`config.mk`:
```
export PLATFORM = sky130hd
export DESIGN_NAME = atx_power_sequencer_unit_flat
export DESIGN_NICKNAME = d
export VERILOG_FILES = /design/src/rtl/aps_pkg.sv /design/src/rtl/aps_stream_if.sv /design/src/rtl/aps_cfg_regs.sv /design/src/rtl/aps_tick_core.sv /design/src/rtl/atx_power_sequencer_unit.sv /design/src/flat_wrapper.sv
export SDC_FILE = /design/constraint.sdc
export NUM_CORES = 1
export LEC_CHECK = 0
export ABC_AREA = 1
export BUFFER_PORTS_ARGS = -buffer_cell sky130_fd_sc_hd__buf_2
export CORE_ASPECT_RATIO = 0.5
export CORE_UTILIZATION = 43
export CTS_CLUSTER_DIAMETER = 150
export CTS_CLUSTER_SIZE = 10
export DETAILED_ROUTE_END_ITERATION = 12
export HOLD_SLACK_MARGIN = 0.08
export SLEW_MARGIN = 15
export SYNTH_ARGS = -nofsm -noshare
export SYNTH_HDL_FRONTEND = slang
export SYNTH_SLANG_ARGS = --single-unit
```
`constraint.sdc`:
```
create_clock -name clk -period 2.6 [get_ports clk]
set_clock_uncertainty 0.2 [all_clocks]
set_input_delay 0.26 -clock clk [delete_from_list [all_inputs] [get_ports clk]]
set_output_delay 0.26 -clock clk [all_outputs]
set_load 0.05 [all_outputs]
```
`src/rtl/aps_pkg.sv`:
```
// ----------------------------------------------------------------------------
// aps_pkg: shared types and constants of the power sequencer
// Phase codes, flag and pin positions, retention codes, LED pattern tables
// and the payload structures of the input and result channels.
// ----------------------------------------------------------------------------
`default_nettype none
package aps_pkg;

  typedef enum logic [2:0] {
    PH_START      = 3'd0,
    PH_INIT       = 3'd1,
    PH_MONITOR    = 3'd2,
    PH_POWER_ON   = 3'd3,
    PH_WAIT_GOOD  = 3'd4,
    PH_RESET_HOLD = 3'd5,
    PH_OFF        = 3'd6,
    PH_PULSE      = 3'd7
  } phase_t;

  typedef enum logic [2:0] {
    AL_OFF     = 3'd0,
    AL_UP      = 3'd1,
    AL_FAIL    = 3'd2,
    AL_PENDING = 3'd3,
    AL_ON      = 3'd4
  } alert_t;

  localparam int FL_PWR_REQ  = 0;
  localparam int FL_OVERRIDE = 1;
  localparam int FL_RST_REQ  = 2;
  localparam int FL_COORD    = 3;
  localparam int FL_FAULT    = 4;
  localparam int FL_WATCH    = 5;

  localparam int PIN_SUPPLY = 0;
  localparam int PIN_RESET  = 1;
  localparam int PIN_REQ    = 2;

  localparam logic [1:0] RETAIN_NONE     = 2'd0;
  localparam logic [1:0] RETAIN_OFF_CODE = 2'd1;
  localparam logic [1:0] RETAIN_ON_CODE  = 2'd2;

  localparam logic [7:0] LEN_UP   = 8'd100;
  localparam logic [7:0] LEN_FAIL = 8'd150;

  localparam int CFG_DEBOUNCE  = 0;
  localparam int CFG_OVERRIDE  = 1;
  localparam int CFG_REQ_MIN   = 2;
  localparam int CFG_REQ_MAX   = 3;
  localparam int CFG_REQ_LIMIT = 4;
  localparam int CFG_PG_TIMEOUT = 5;
  localparam int CFG_RST_HOLD  = 6;
  localparam int CFG_PULSE     = 7;

  typedef struct packed {
    logic power_button;
    logic reset_button;
    logic power_good;
    logic host_request;
    logic store_busy;
    logic retained_on;
  } tick_t;

  typedef struct packed {
    logic       supply_enable;
    logic       system_reset;
    logic       led_on;
    logic       request_drive;
    logic [1:0] retain_write;
    logic       fault_flag;
    logic       is_powered;
    logic [2:0] phase;
  } result_t;

  typedef struct packed {
    logic [7:0] debounce_ticks;
    logic [9:0] override_ticks;
    logic [7:0] request_min_ticks;
    logic [7:0] request_max_ticks;
    logic [7:0] request_hold_limit;
    logic [9:0] power_good_timeout;
    logic [9:0] reset_hold_ticks;
    logic [9:0] host_pulse_ticks;
  } cfg_t;

  // Blink pattern bit lookup; bytes past the table read as dark.
  function automatic logic rom_up_bit(input logic [7:0] idx);
    logic [7:0] b;
    unique case (idx[7:3])
      5'd0, 5'd1, 5'd2, 5'd3, 5'd4, 5'd5: b = 8'hff;
      5'd6: b = 8'h03;
      default: b = 8'h00;
    endcase
    return b[idx[2:0]];
  endfunction

  function automatic logic rom_fail_bit(input logic [7:0] idx);
    logic [7:0] b;
    unique case (idx[7:3])
      5'd0, 5'd1, 5'd7: b = 8'hff;
      5'd2: b = 8'h0f;
      5'd6: b = 8'hfc;
      5'd8: b = 8'h3f;
      default: b = 8'h00;
    endcase
    return b[idx[2:0]];
  endfunction

endpackage
`default_nettype wire

```
`src/rtl/aps_stream_if.sv`:
```
// ----------------------------------------------------------------------------
// aps_stream_if: valid/ready channel
// Carries one payload of a chosen type with source and sink views.
// ----------------------------------------------------------------------------
`default_nettype none
interface aps_stream_if #(parameter type payload_t = logic);
  logic     valid;
  logic     ready;
  payload_t data;
  modport source (output valid, output data, input ready);
  modport sink (input valid, input data, output ready);
endinterface
`default_nettype wire

```
`src/rtl/aps_cfg_regs.sv`:
```
// ----------------------------------------------------------------------------
// aps_cfg_regs: configuration register file
// Eight write-only registers loaded from the plain write port.
// ----------------------------------------------------------------------------
`default_nettype none
module aps_cfg_regs
  import aps_pkg::*;
(
  input  wire logic       clk,
  input  wire logic       rst,
  input  wire logic       cfg_we,
  input  wire logic [2:0] cfg_index,
  input  wire logic [9:0] cfg_data,
  output cfg_t            cfg
);

  // Registers take their documented reset values and load on a write.
  always_ff @(posedge clk) begin
    if (rst) begin
      cfg.debounce_ticks     <= 8'd15;
      cfg.override_ticks     <= 10'd400;
      cfg.request_min_ticks  <= 8'd2;
      cfg.request_max_ticks  <= 8'd10;
      cfg.request_hold_limit <= 8'd30;
      cfg.power_good_timeout <= 10'd200;
      cfg.reset_hold_ticks   <= 10'd15;
      cfg.host_pulse_ticks   <= 10'd5;
    end else if (cfg_we) begin
      unique case (cfg_index)
        3'(CFG_DEBOUNCE):   cfg.debounce_ticks     <= cfg_data[7:0];
        3'(CFG_OVERRIDE):   cfg.override_ticks     <= cfg_data;
        3'(CFG_REQ_MIN):    cfg.request_min_ticks  <= cfg_data[7:0];
        3'(CFG_REQ_MAX):    cfg.request_max_ticks  <= cfg_data[7:0];
        3'(CFG_REQ_LIMIT):  cfg.request_hold_limit <= cfg_data[7:0];
        3'(CFG_PG_TIMEOUT): cfg.power_good_timeout <= cfg_data;
        3'(CFG_RST_HOLD):   cfg.reset_hold_ticks   <= cfg_data;
        default:            cfg.host_pulse_ticks   <= cfg_data;
      endcase
    end
  end

endmodule
`default_nettype wire

```
`src/rtl/aps_tick_core.sv`:
```
// ----------------------------------------------------------------------------
// aps_tick_core: per-tick sequencer state and update logic
// Holds all sequencer state and computes one result for each accepted tick.
// ----------------------------------------------------------------------------
`default_nettype none
module aps_tick_core
  import aps_pkg::*;
(
  input  wire logic  clk,
  input  wire logic  rst,
  input  wire logic  step,
  input  wire tick_t tick,
  input  wire cfg_t  cfg,
  output result_t    result
);

  phase_t     seq_phase, seq_phase_next;
  alert_t     alert_mode, alert_mode_next;
  logic [9:0] elapsed, elapsed_next;
  logic       powered, powered_next;
  logic [5:0] flags, flags_next;
  logic       pstable, pstable_next, rstable, rstable_next;
  logic [7:0] pcount, pcount_next, rcount, rcount_next;
  logic [9:0] hold_count, hold_count_next;
  logic       request_last, request_last_next;
  logic [7:0] request_count, request_count_next;
  logic [7:0] pattern_index, pattern_index_next;
  logic [2:0] pins, pins_next;

  always_ff @(posedge clk) begin
    if (rst) begin
      seq_phase <= PH_START; alert_mode <= AL_OFF; elapsed <= '0; powered <= 1'b0;
      flags <= '0; pstable <= 1'b0; rstable <= 1'b0; pcount <= '0; rcount <= '0;
      hold_count <= '0; request_last <= 1'b0; request_count <= '0;
      pattern_index <= '0; pins <= '0;
    end else if (step) begin
      seq_phase <= seq_phase_next; alert_mode <= alert_mode_next;
      elapsed <= elapsed_next; powered <= powered_next; flags <= flags_next;
      pstable <= pstable_next; rstable <= rstable_next; pcount <= pcount_next;
      rcount <= rcount_next; hold_count <= hold_count_next;
      request_last <= request_last_next; request_count <= request_count_next;
      pattern_index <= pattern_index_next; pins <= pins_next;
    end
  end

  // One tick of the sequence, in the documented order.
  always_comb begin
    logic       led;
    logic [1:0] retain;
    logic [7:0] plen;
    logic [7:0] pinc;
    logic [9:0] el_inc;
    seq_phase_next = seq_phase; alert_mode_next = alert_mode;
    elapsed_next = elapsed; powered_next = powered; flags_next = flags;
    pstable_next = pstable; rstable_next = rstable; pcount_next = pcount;
    rcount_next = rcount; hold_count_next = hold_count;
    request_last_next = request_last; request_count_next = request_count;
    pattern_index_next = pattern_index; pins_next = pins;
    led = 1'b0; retain = RETAIN_NONE;
    plen = 8'd1; pinc = '0;
    el_inc = (elapsed == 10'h3ff) ? elapsed : elapsed + 10'd1;

    if (seq_phase == PH_START) begin
      pstable_next = tick.power_button;
      rstable_next = tick.reset_button;
      if (tick.power_good) begin
        pins_next = 3'b001; seq_phase_next = PH_MONITOR;
      end else begin
        pins_next = 3'b010; seq_phase_next = PH_INIT;
      end
      alert_mode_next = AL_OFF; pattern_index_next = '0;
    end else begin
      // LED pattern playback
      unique case (alert_mode)
        AL_UP, AL_PENDING: begin led = rom_up_bit(pattern_index); plen = LEN_UP; end
        AL_FAIL: begin led = rom_fail_bit(pattern_index); plen = LEN_FAIL; end
        AL_ON: begin led = (pattern_index == 8'd0); plen = 8'd1; end
        default: begin led = 1'b0; plen = 8'd1; end
      endcase
      pinc = pattern_index + 8'd1;
      pattern_index_next = (pinc >= plen) ? 8'd0 : pinc;

      // Loss of power good while watched
      if (flags[FL_WATCH] && !tick.power_good) begin
        flags_next[FL_WATCH] = 1'b0;
        pins_next[PIN_RESET] = 1'b1; pins_next[PIN_SUPPLY] = 1'b0;
        flags_next[FL_FAULT] = 1'b1;
      end

      // Power button debounce and long hold
      if (tick.power_button != pstable) begin
        pcount_next = pcount + 8'd1;
        if (pcount_next >= cfg.debounce_ticks) begin
          if (tick.power_button) flags_next[FL_PWR_REQ] = 1'b1;
          pstable_next = tick.power_button;
          pcount_next = '0; hold_count_next = '0;
          flags_next[FL_OVERRIDE] = 1'b0;
        end
      end else begin
        pcount_next = '0;
      end
      if (pstable_next && tick.power_button && hold_count_next < cfg.override_ticks) begin
        hold_count_next = hold_count_next + 10'd1;
        if (hold_count_next >= cfg.override_ticks) flags_next[FL_OVERRIDE] = 1'b1;
      end

      // Reset button debounce
      if (tick.reset_button != rstable) begin
        rcount_next = rcount + 8'd1;
        if (rcount_next >= cfg.debounce_ticks) begin
          if (tick.reset_button) pins_next[PIN_RESET] = 1'b1;
          else flags_next[FL_RST_REQ] = 1'b1;
          rstable_next = tick.reset_button;
          rcount_next = '0;
        end
      end else begin
        rcount_next = '0;
      end

      // Host request pulse width, measured in monitor only
      if (seq_phase == PH_MONITOR) begin
        if (!request_last && tick.host_request) request_count_next = '0;
        if (request_last && !tick.host_request &&
            request_count_next >= cfg.request_min_ticks &&
            request_count_next <= cfg.request_max_ticks)
          flags_next[FL_COORD] = 1'b1;
        request_last_next = tick.host_request;
        if (!tick.host_request) request_count_next = '0;
        else if (request_count_next <= cfg.request_hold_limit &&
                 request_count_next != 8'hff)
          request_count_next = request_count_next + 8'd1;
      end else begin
        request_count_next = '0;
      end

      // Sequencer phase update
      unique case (seq_phase)
        PH_INIT: seq_phase_next = tick.retained_on ? PH_POWER_ON : PH_OFF;
        PH_MONITOR: begin
          if (flags_next[FL_OVERRIDE] && powered) flags_next[FL_PWR_REQ] = 1'b1;
          if (flags_next[FL_PWR_REQ]) begin
            if (!powered) begin
              seq_phase_next = PH_POWER_ON;
            end else begin
              if (flags_next[FL_COORD] && !flags_next[FL_OVERRIDE]) begin
                pins_next[PIN_REQ] = 1'b1; elapsed_next = '0;
                seq_phase_next = PH_PULSE;
              end else begin
                seq_phase_next = PH_OFF;
              end
              retain = RETAIN_OFF_CODE;
            end
            flags_next[FL_PWR_REQ] = 1'b0;
          end
          if (flags_next[FL_RST_REQ]) begin
            if (powered) begin
              pins_next[PIN_RESET] = 1'b1; elapsed_next = '0;
              seq_phase_next = PH_RESET_HOLD;
            end
            flags_next[FL_RST_REQ] = 1'b0;
          end
        end
        PH_POWER_ON: begin
          flags_next[FL_WATCH] = 1'b0; flags_next[FL_COORD] = 1'b0;
          alert_mode_next = AL_UP; pattern_index_next = '0;
          pins_next[PIN_RESET] = 1'b1; pins_next[PIN_SUPPLY] = 1'b1;
          elapsed_next = '0; seq_phase_next = PH_WAIT_GOOD;
        end
        PH_WAIT_GOOD: begin
          if (tick.power_good) begin
            pins_next[PIN_RESET] = 1'b0; elapsed_next = '0;
            seq_phase_next = PH_RESET_HOLD; retain = RETAIN_ON_CODE;
            alert_mode_next = AL_ON; pattern_index_next = '0;
          end else begin
            elapsed_next = el_inc;
            if (el_inc >= cfg.power_good_timeout) begin
              seq_phase_next = PH_OFF; flags_next[FL_FAULT] = 1'b1;
            end
          end
        end
        PH_RESET_HOLD: begin
          elapsed_next = el_inc;
          if (el_inc >= cfg.reset_hold_ticks && !tick.store_busy) begin
            seq_phase_next = PH_MONITOR; powered_next = 1'b1;
            flags_next[FL_WATCH] = 1'b1; pins_next[PIN_RESET] = 1'b0;
          end
        end
        PH_OFF: begin
          flags_next[FL_WATCH] = 1'b0;
          pins_next[PIN_RESET] = 1'b1; pins_next[PIN_SUPPLY] = 1'b0;
          pins_next[PIN_REQ] = 1'b0;
          if (!tick.power_good && !tick.store_busy) begin
            seq_phase_next = PH_MONITOR; powered_next = 1'b0;
            flags_next[FL_PWR_REQ] = 1'b0; flags_next[FL_OVERRIDE] = 1'b0;
            flags_next[FL_COORD] = 1'b0;
            pattern_index_next = '0;
            if (flags_next[FL_FAULT]) begin
              flags_next[FL_FAULT] = 1'b0; alert_mode_next = AL_FAIL;
            end else begin
              alert_mode_next = AL_OFF;
            end
          end
        end
        default: begin
          elapsed_next = el_inc;
          if (el_inc >= cfg.host_pulse_ticks) begin
            pins_next[PIN_REQ] = 1'b0; seq_phase_next = PH_MONITOR;
          end
        end
      endcase
    end

    result.supply_enable = pins_next[PIN_SUPPLY];
    result.system_reset  = pins_next[PIN_RESET];
    result.led_on        = led;
    result.request_drive = pins_next[PIN_REQ];
    result.retain_write  = retain;
    result.fault_flag    = flags_next[FL_FAULT];
    result.is_powered    = powered_next;
    result.phase         = seq_phase_next;
  end

endmodule
`default_nettype wire

```
`src/rtl/atx_power_sequencer_unit.sv`:
```
// ----------------------------------------------------------------------------
// atx_power_sequencer_unit: ATX power sequencer, one tick per item
// Debounces buttons, sequences supply and reset, plays LED patterns.
// ----------------------------------------------------------------------------
// Usage:
//   tick_in carries one 10 ms tick of pin samples; result_out carries the pin
//   drives, retention write, fault, powered and phase after that tick.
//   Configuration is written through cfg_we/cfg_index/cfg_data while idle.
// Latency: a result is valid in the cycle after its tick's transfer.
// Throughput: one tick per cycle while result_out is not stalled. The state
//   update is a single pass of combinational logic into the state registers,
//   registered into one output register refilled in the cycle it is taken.
// Reset: rst clears all sequencer state to the start phase, empties the
//   output register and loads the register defaults.
// Stall: while a result waits untaken and the receiver holds ready low, no
//   new tick is taken; ticks held by the sender are not lost.
// ----------------------------------------------------------------------------
`default_nettype none
module atx_power_sequencer_unit
  import aps_pkg::*;
(
  input  wire logic       clk,
  input  wire logic       rst,
  aps_stream_if.sink      tick_in,
  aps_stream_if.source    result_out,
  input  wire logic       cfg_we,
  input  wire logic [2:0] cfg_index,
  input  wire logic [9:0] cfg_data
);

  cfg_t    cfg;
  result_t result;
  logic    out_valid;
  logic    step;

  aps_cfg_regs u_cfg (
    .clk(clk), .rst(rst), .cfg_we(cfg_we), .cfg_index(cfg_index),
    .cfg_data(cfg_data), .cfg(cfg)
  );

  // A tick transfers when the output register is empty or being emptied.
  assign tick_in.ready = !out_valid || result_out.ready;
  assign step = tick_in.valid && tick_in.ready;

  aps_tick_core u_core (
    .clk(clk), .rst(rst), .step(step), .tick(tick_in.data), .cfg(cfg),
    .result(result)
  );

  // Output register
  always_ff @(posedge clk) begin
    if (rst) begin
      out_valid <= 1'b0;
    end else if (tick_in.ready) begin
      out_valid <= tick_in.valid;
    end
  end

  always_ff @(posedge clk) begin
    if (step) begin
      result_out.data <= result;
    end
  end

  assign result_out.valid = out_valid;

endmodule
`default_nettype wire

```
`src/flat_wrapper.sv`:
```
// flat-port wrapper written by rule: the top's interface ports become plain ports
module atx_power_sequencer_unit_flat import aps_pkg::*;
  (clk, rst, cfg_we, cfg_index, cfg_data, tick_in_valid, tick_in_data, tick_in_ready, result_out_valid, result_out_data, result_out_ready);
  aps_stream_if tick_in_i ();
  aps_stream_if result_out_i ();
  input  wire logic clk;
  input  wire logic rst;
  input  wire logic cfg_we;
  input  wire logic [2:0] cfg_index;
  input  wire logic [9:0] cfg_data;
  input wire logic [$bits(tick_in_i.valid)-1:0] tick_in_valid;
  input wire logic [$bits(tick_in_i.data)-1:0] tick_in_data;
  output wire logic [$bits(tick_in_i.ready)-1:0] tick_in_ready;
  output wire logic [$bits(result_out_i.valid)-1:0] result_out_valid;
  output wire logic [$bits(result_out_i.data)-1:0] result_out_data;
  input wire logic [$bits(result_out_i.ready)-1:0] result_out_ready;
  assign tick_in_i.valid = tick_in_valid;
  assign tick_in_i.data = tick_in_data;
  assign tick_in_ready = tick_in_i.ready;
  assign result_out_valid = result_out_i.valid;
  assign result_out_data = result_out_i.data;
  assign result_out_i.ready = result_out_ready;
  atx_power_sequencer_unit u_core (.clk(clk), .rst(rst), .tick_in(tick_in_i), .result_out(result_out_i), .cfg_we(cfg_we), .cfg_index(cfg_index), .cfg_data(cfg_data));
endmodule
```
==> results by stage <==
Status:
- The run finished, with violations left.
- The final reports fail on setup timing.

Critical path:
- At the worst endpoint, the required time is about 2.7 ns.
- For this design, the slowest cell found on the critical path is sky130_fd_sc_hd__dfxtp_2.
- Walking the worst path, the cells encountered are buf_6, nand2_4, nor4_4, xor2_1, nand2_2, ha_1, nand2_1, nor2_2, nand3_1, nand4_1, nor2_2, nor2_2, nand3_2, nor2_1, nand2_1, a21oi_2.
- Among the stages of the critical path, the cell type that occurs most often is sky130_fd_sc_hd__nor2_2.
- The worst setup path is of the reg -> reg kind.
- The critical path capture point type is a flop.
- Of all nets on the critical path, the largest fanout is 4.
- The delay of the slowest cell on the worst path is roughly 0.34 ns.
- For the worst setup path, the data arrival time is between 2 and 3 ns.
- The worst setup path is launched from a flop.

Route:
- Summing over every cut layer, the via total after detailed routing is roughly 4300.
- The detailed router's first-iteration violation count is 200.
- For this block, the routed nets add up to between 10000 and 15000 um of wire.
- After detailed routing, the number of vias per cell comes to 4.99.
- The detail route stage leaves a number of antenna-violating nets equal to 0.
- The number of optimization iterations in the first detailed-route pass is 4.
- For this run, design rule violations remaining after detail routing come to 0.
- In the final routed layout, each cell accounts on average for 14.3 um.

Power and ir drop:
- The highest ir drop seen on vdd is 0.355 mV.
- The power density over the cells is about 550 mW/mm^2.
- The static leakage is slightly below 3 nW.
- After layout, the design draws a total of about 3.4 mW.

Synth:
- The mean cell area of the mapped netlist is 7.21 sq um.
- The number of instances in the synthesized netlist is 628.
- The number of distinct library cells after synthesis is 36.
- The Yosys warning count is 0.
- The synthesized design contains between 70 and 80 register bits.
- Synthesis produced a netlist with a net count of between 600 and 700.
- For this run, the register share of the synthesized area comes to 0.329.
- The area of the mapped netlist is roughly 0.0045 sq mm.

Global routing:
- The total congestion overflow is 0.
- Entering global routing, the biggest net connects 50 pins.
- The via count of the first global-routing pass is about 4000.
- The number of antenna violations at the first check in global routing is 0.
- The total routing resource utilization after global routing is 0.231.
- The first-pass GRT wire length is slightly below 20000 um.

Final layout:
- The number of antenna cells inserted is 0.
- The library cells used most frequently in the layout, excluding fill and tap cells, are sky130_fd_sc_hd__nand2_1, sky130_fd_sc_hd__inv_1, sky130_fd_sc_hd__dfxtp_1.
- The commonest non-fill, non-tap cell in the layout is sky130_fd_sc_hd__nand2_1.
- The number of standard cells in the final layout excluding fillers is about 870.
- The proportion of layout cells with a drive suffix above 1 is 0.326.
- The total number of nets in the final design is about 790.
- The synthesis-to-layout area growth is 37.8%.

Placed design:
- The worst slack at placement is -0.295 ns.
- Input and output buffers added on the ports amount to 21.
- The count of placed standard cells including taps is 825.
- Detailed placement ended at an HPWL of 8250 um.
- At the end of routability-driven placement, the weighted congestion stood at between 0.8 and 0.9.

STA:
- At the pin with the least slew margin, the transition time is ~0.55 ns.
- The count of final setup violators is 15.
- The count of final hold-check violations is 0.
- Setup repair after global routing could not meet its margin everywhere.
- The number of pins with negative max-slew slack in the final report is 0.
- The top achievable clock speed is between 300 and 400 MHz.
- The worst hold slack after final layout is 0.0955 ns.
- Of the available clock period, the critical path in the final layout requires 1.08.
- The max-slew headroom at the worst pin is 0.634.
- The post-layout minimum cycle time is 2.80 ns.
- The worst setup margin is -0.198 ns.

Clock network:
- The total clock sinks is 74.
- The number of clock buffers inserted by TritonCTS is 9.
- The clock tree root driver cell is sky130_fd_sc_hd__clkbuf_16.
- TritonCTS built the clock tree.
- Clock-pin slew was measured on the worst setup and hold paths at about 0.060 ns.
- The number of buffers on the longest clock path is 2.
- The clock reaches the later pin of the worst-skew pair after between 0.3 and 0.4 ns.
- The H-tree was split into 3 levels.

Hold path:
- The min-delay analysis places its worst path in the category in -> reg.

Die:
- The number of placed I/O pins is 22.
- The floorplan step set the die width to 147 um.
- The die is ~75 um tall.
- The die covers around 0.011 sq mm.
- The floorplan row count is 26.
- The core area is 0.0102 sq mm.
- For this configuration, the core starts out at a cell density of 0.444.

Flow run:
- The tool flagged a number of max-cap violations equal to 0.
-- critical path, delay by kind of cell (launching register included) --
kind | cells | cell delay, ns
AO/OA/AOI/OAI | 1 | 0.10
XOR/XNOR | 1 | 0.26
adder cells (fa/ha/maj) | 1 | 0.33
buffers and inverters | 1 | 0.11
flip-flops | 1 | 0.34
AND/OR/NAND/NOR | 12 | 1.39
-- where the power goes --
| part | total (mW) | switching (mW) | internal (mW) |
|---|---|---|---|
| logic | 0.934 | 0.543 | 0.391 |
| clock network | 1.25 | 0.489 | 0.766 |
| registers | 1.24 | 0.0457 | 1.19 |
-- path summary, 6_finish.rpt --
| check | endpoint | startpoint | depth (start not counted) | slack (ns) |
|---|---|---|---|---|
| setup / recovery | u_core.u_core.seq_phase[1] | u_core.u_core.elapsed[5] | 16 | -0.20 |
| hold reg to reg | u_core.u_core.flags[1] | u_core.u_core.flags[1] | 2 | 0.25 |
| setup reg to reg | u_core.u_core.seq_phase[1] | u_core.u_core.elapsed[5] | 16 | -0.20 |
| hold / removal | u_core.u_cfg.cfg[64] | cfg_index[2] | 4 | 0.1 |
-- metrics by stage --
stage | TNS, ns | cell area [sq um] | util
5_1_grt | -4.93 | 6240 | 0.611
4_1_cts | -1.64 | 6000 | 0.588
2_1_floorplan | 0 | 4530 | -
3_5_place_dp | -2.85 | 5120 | 0.501
6_report | -1.63 | 6240 | 0.611
3_3_place_gp | -2.45 | 5120 | 0.501
-- cell type report --
type | count | area, sq um
Tap cell | 140 | 175
Multi-Input combinational cell | 439 | 3130
Clock inverter | 5 | 53.8
Clock buffer | 11 | 243
Fill cell | 887 | 3970
Timing Repair Buffer | 98 | 747
Sequential cell | 74 | 1510
Inverter | 101 | 382
-- synthesized netlist by cell type, drive strengths merged --
master	instances	area (sq um)
nand3b	7	52.6
buf	5	33.8
a21o	2	15.0
nor3	11	108
o21bai	2	15.0
xor2	14	123
nand2	142	546
o21ai	43	215
nor4	2	27.5
nand4	10	68.8
clkbuf	10	37.5
nand3	23	120
dfxtp	73	1460
inv	101	379
nor2	40	169
ha	49	613
o211ai	9	67.6
xnor2	4	35.0
o211a	1	10.0
edfxtp	1	30.0
a211oi	2	15.0
a21oi	77	389
-- flip-flops by register name, summed over array words and instances (netlist names) --
register / cells
u_core.result_out.data: 1
u_core.result_out.valid: 1
u_core.u_core.flags: 2
u_core.u_cfg.cfg: 38
u_core.u_core.pstable: 1
u_core.u_core.rcount: 8
u_core.u_core.seq_phase: 3
u_core.u_core.powered: 1
u_core.u_core.rstable: 1
u_core.u_core.elapsed: 10
u_core.u_core.pcount: 8
-- kinds of logic after synthesis --
kind of cell,after synthesis,synth area share
compound gates,136,0.160
buf+inv,116,0.0994
simple gates,235,0.241
fa+ha+maj,49,0.135
xor+xnor,18,0.0348
flops,74,0.329
-- layer usage --
layer	track usage	wire length (um)	up-vias
met3	0.0423	417	13
met2	0.392	5850	67
li1	-	-	2247
met4	0.0687	106	0
met5	0	0	-
met1	0.304	6010	2004
-- timing repair --
| item | 4_1_cts | 5_1_grt |
|---|---|---|
| resized for setup | 101 | 41 |
| pin swaps | 56 | 50 |
| hold buffers | 9 | 0 |
| setup endpoints to repair | 15 | 34 |
| hold endpoints to repair | 24 | 0 |
| cloned | 1 | 0 |
| buffers inserted | 10 | 8 |
(Power assumes the default switching activity.)
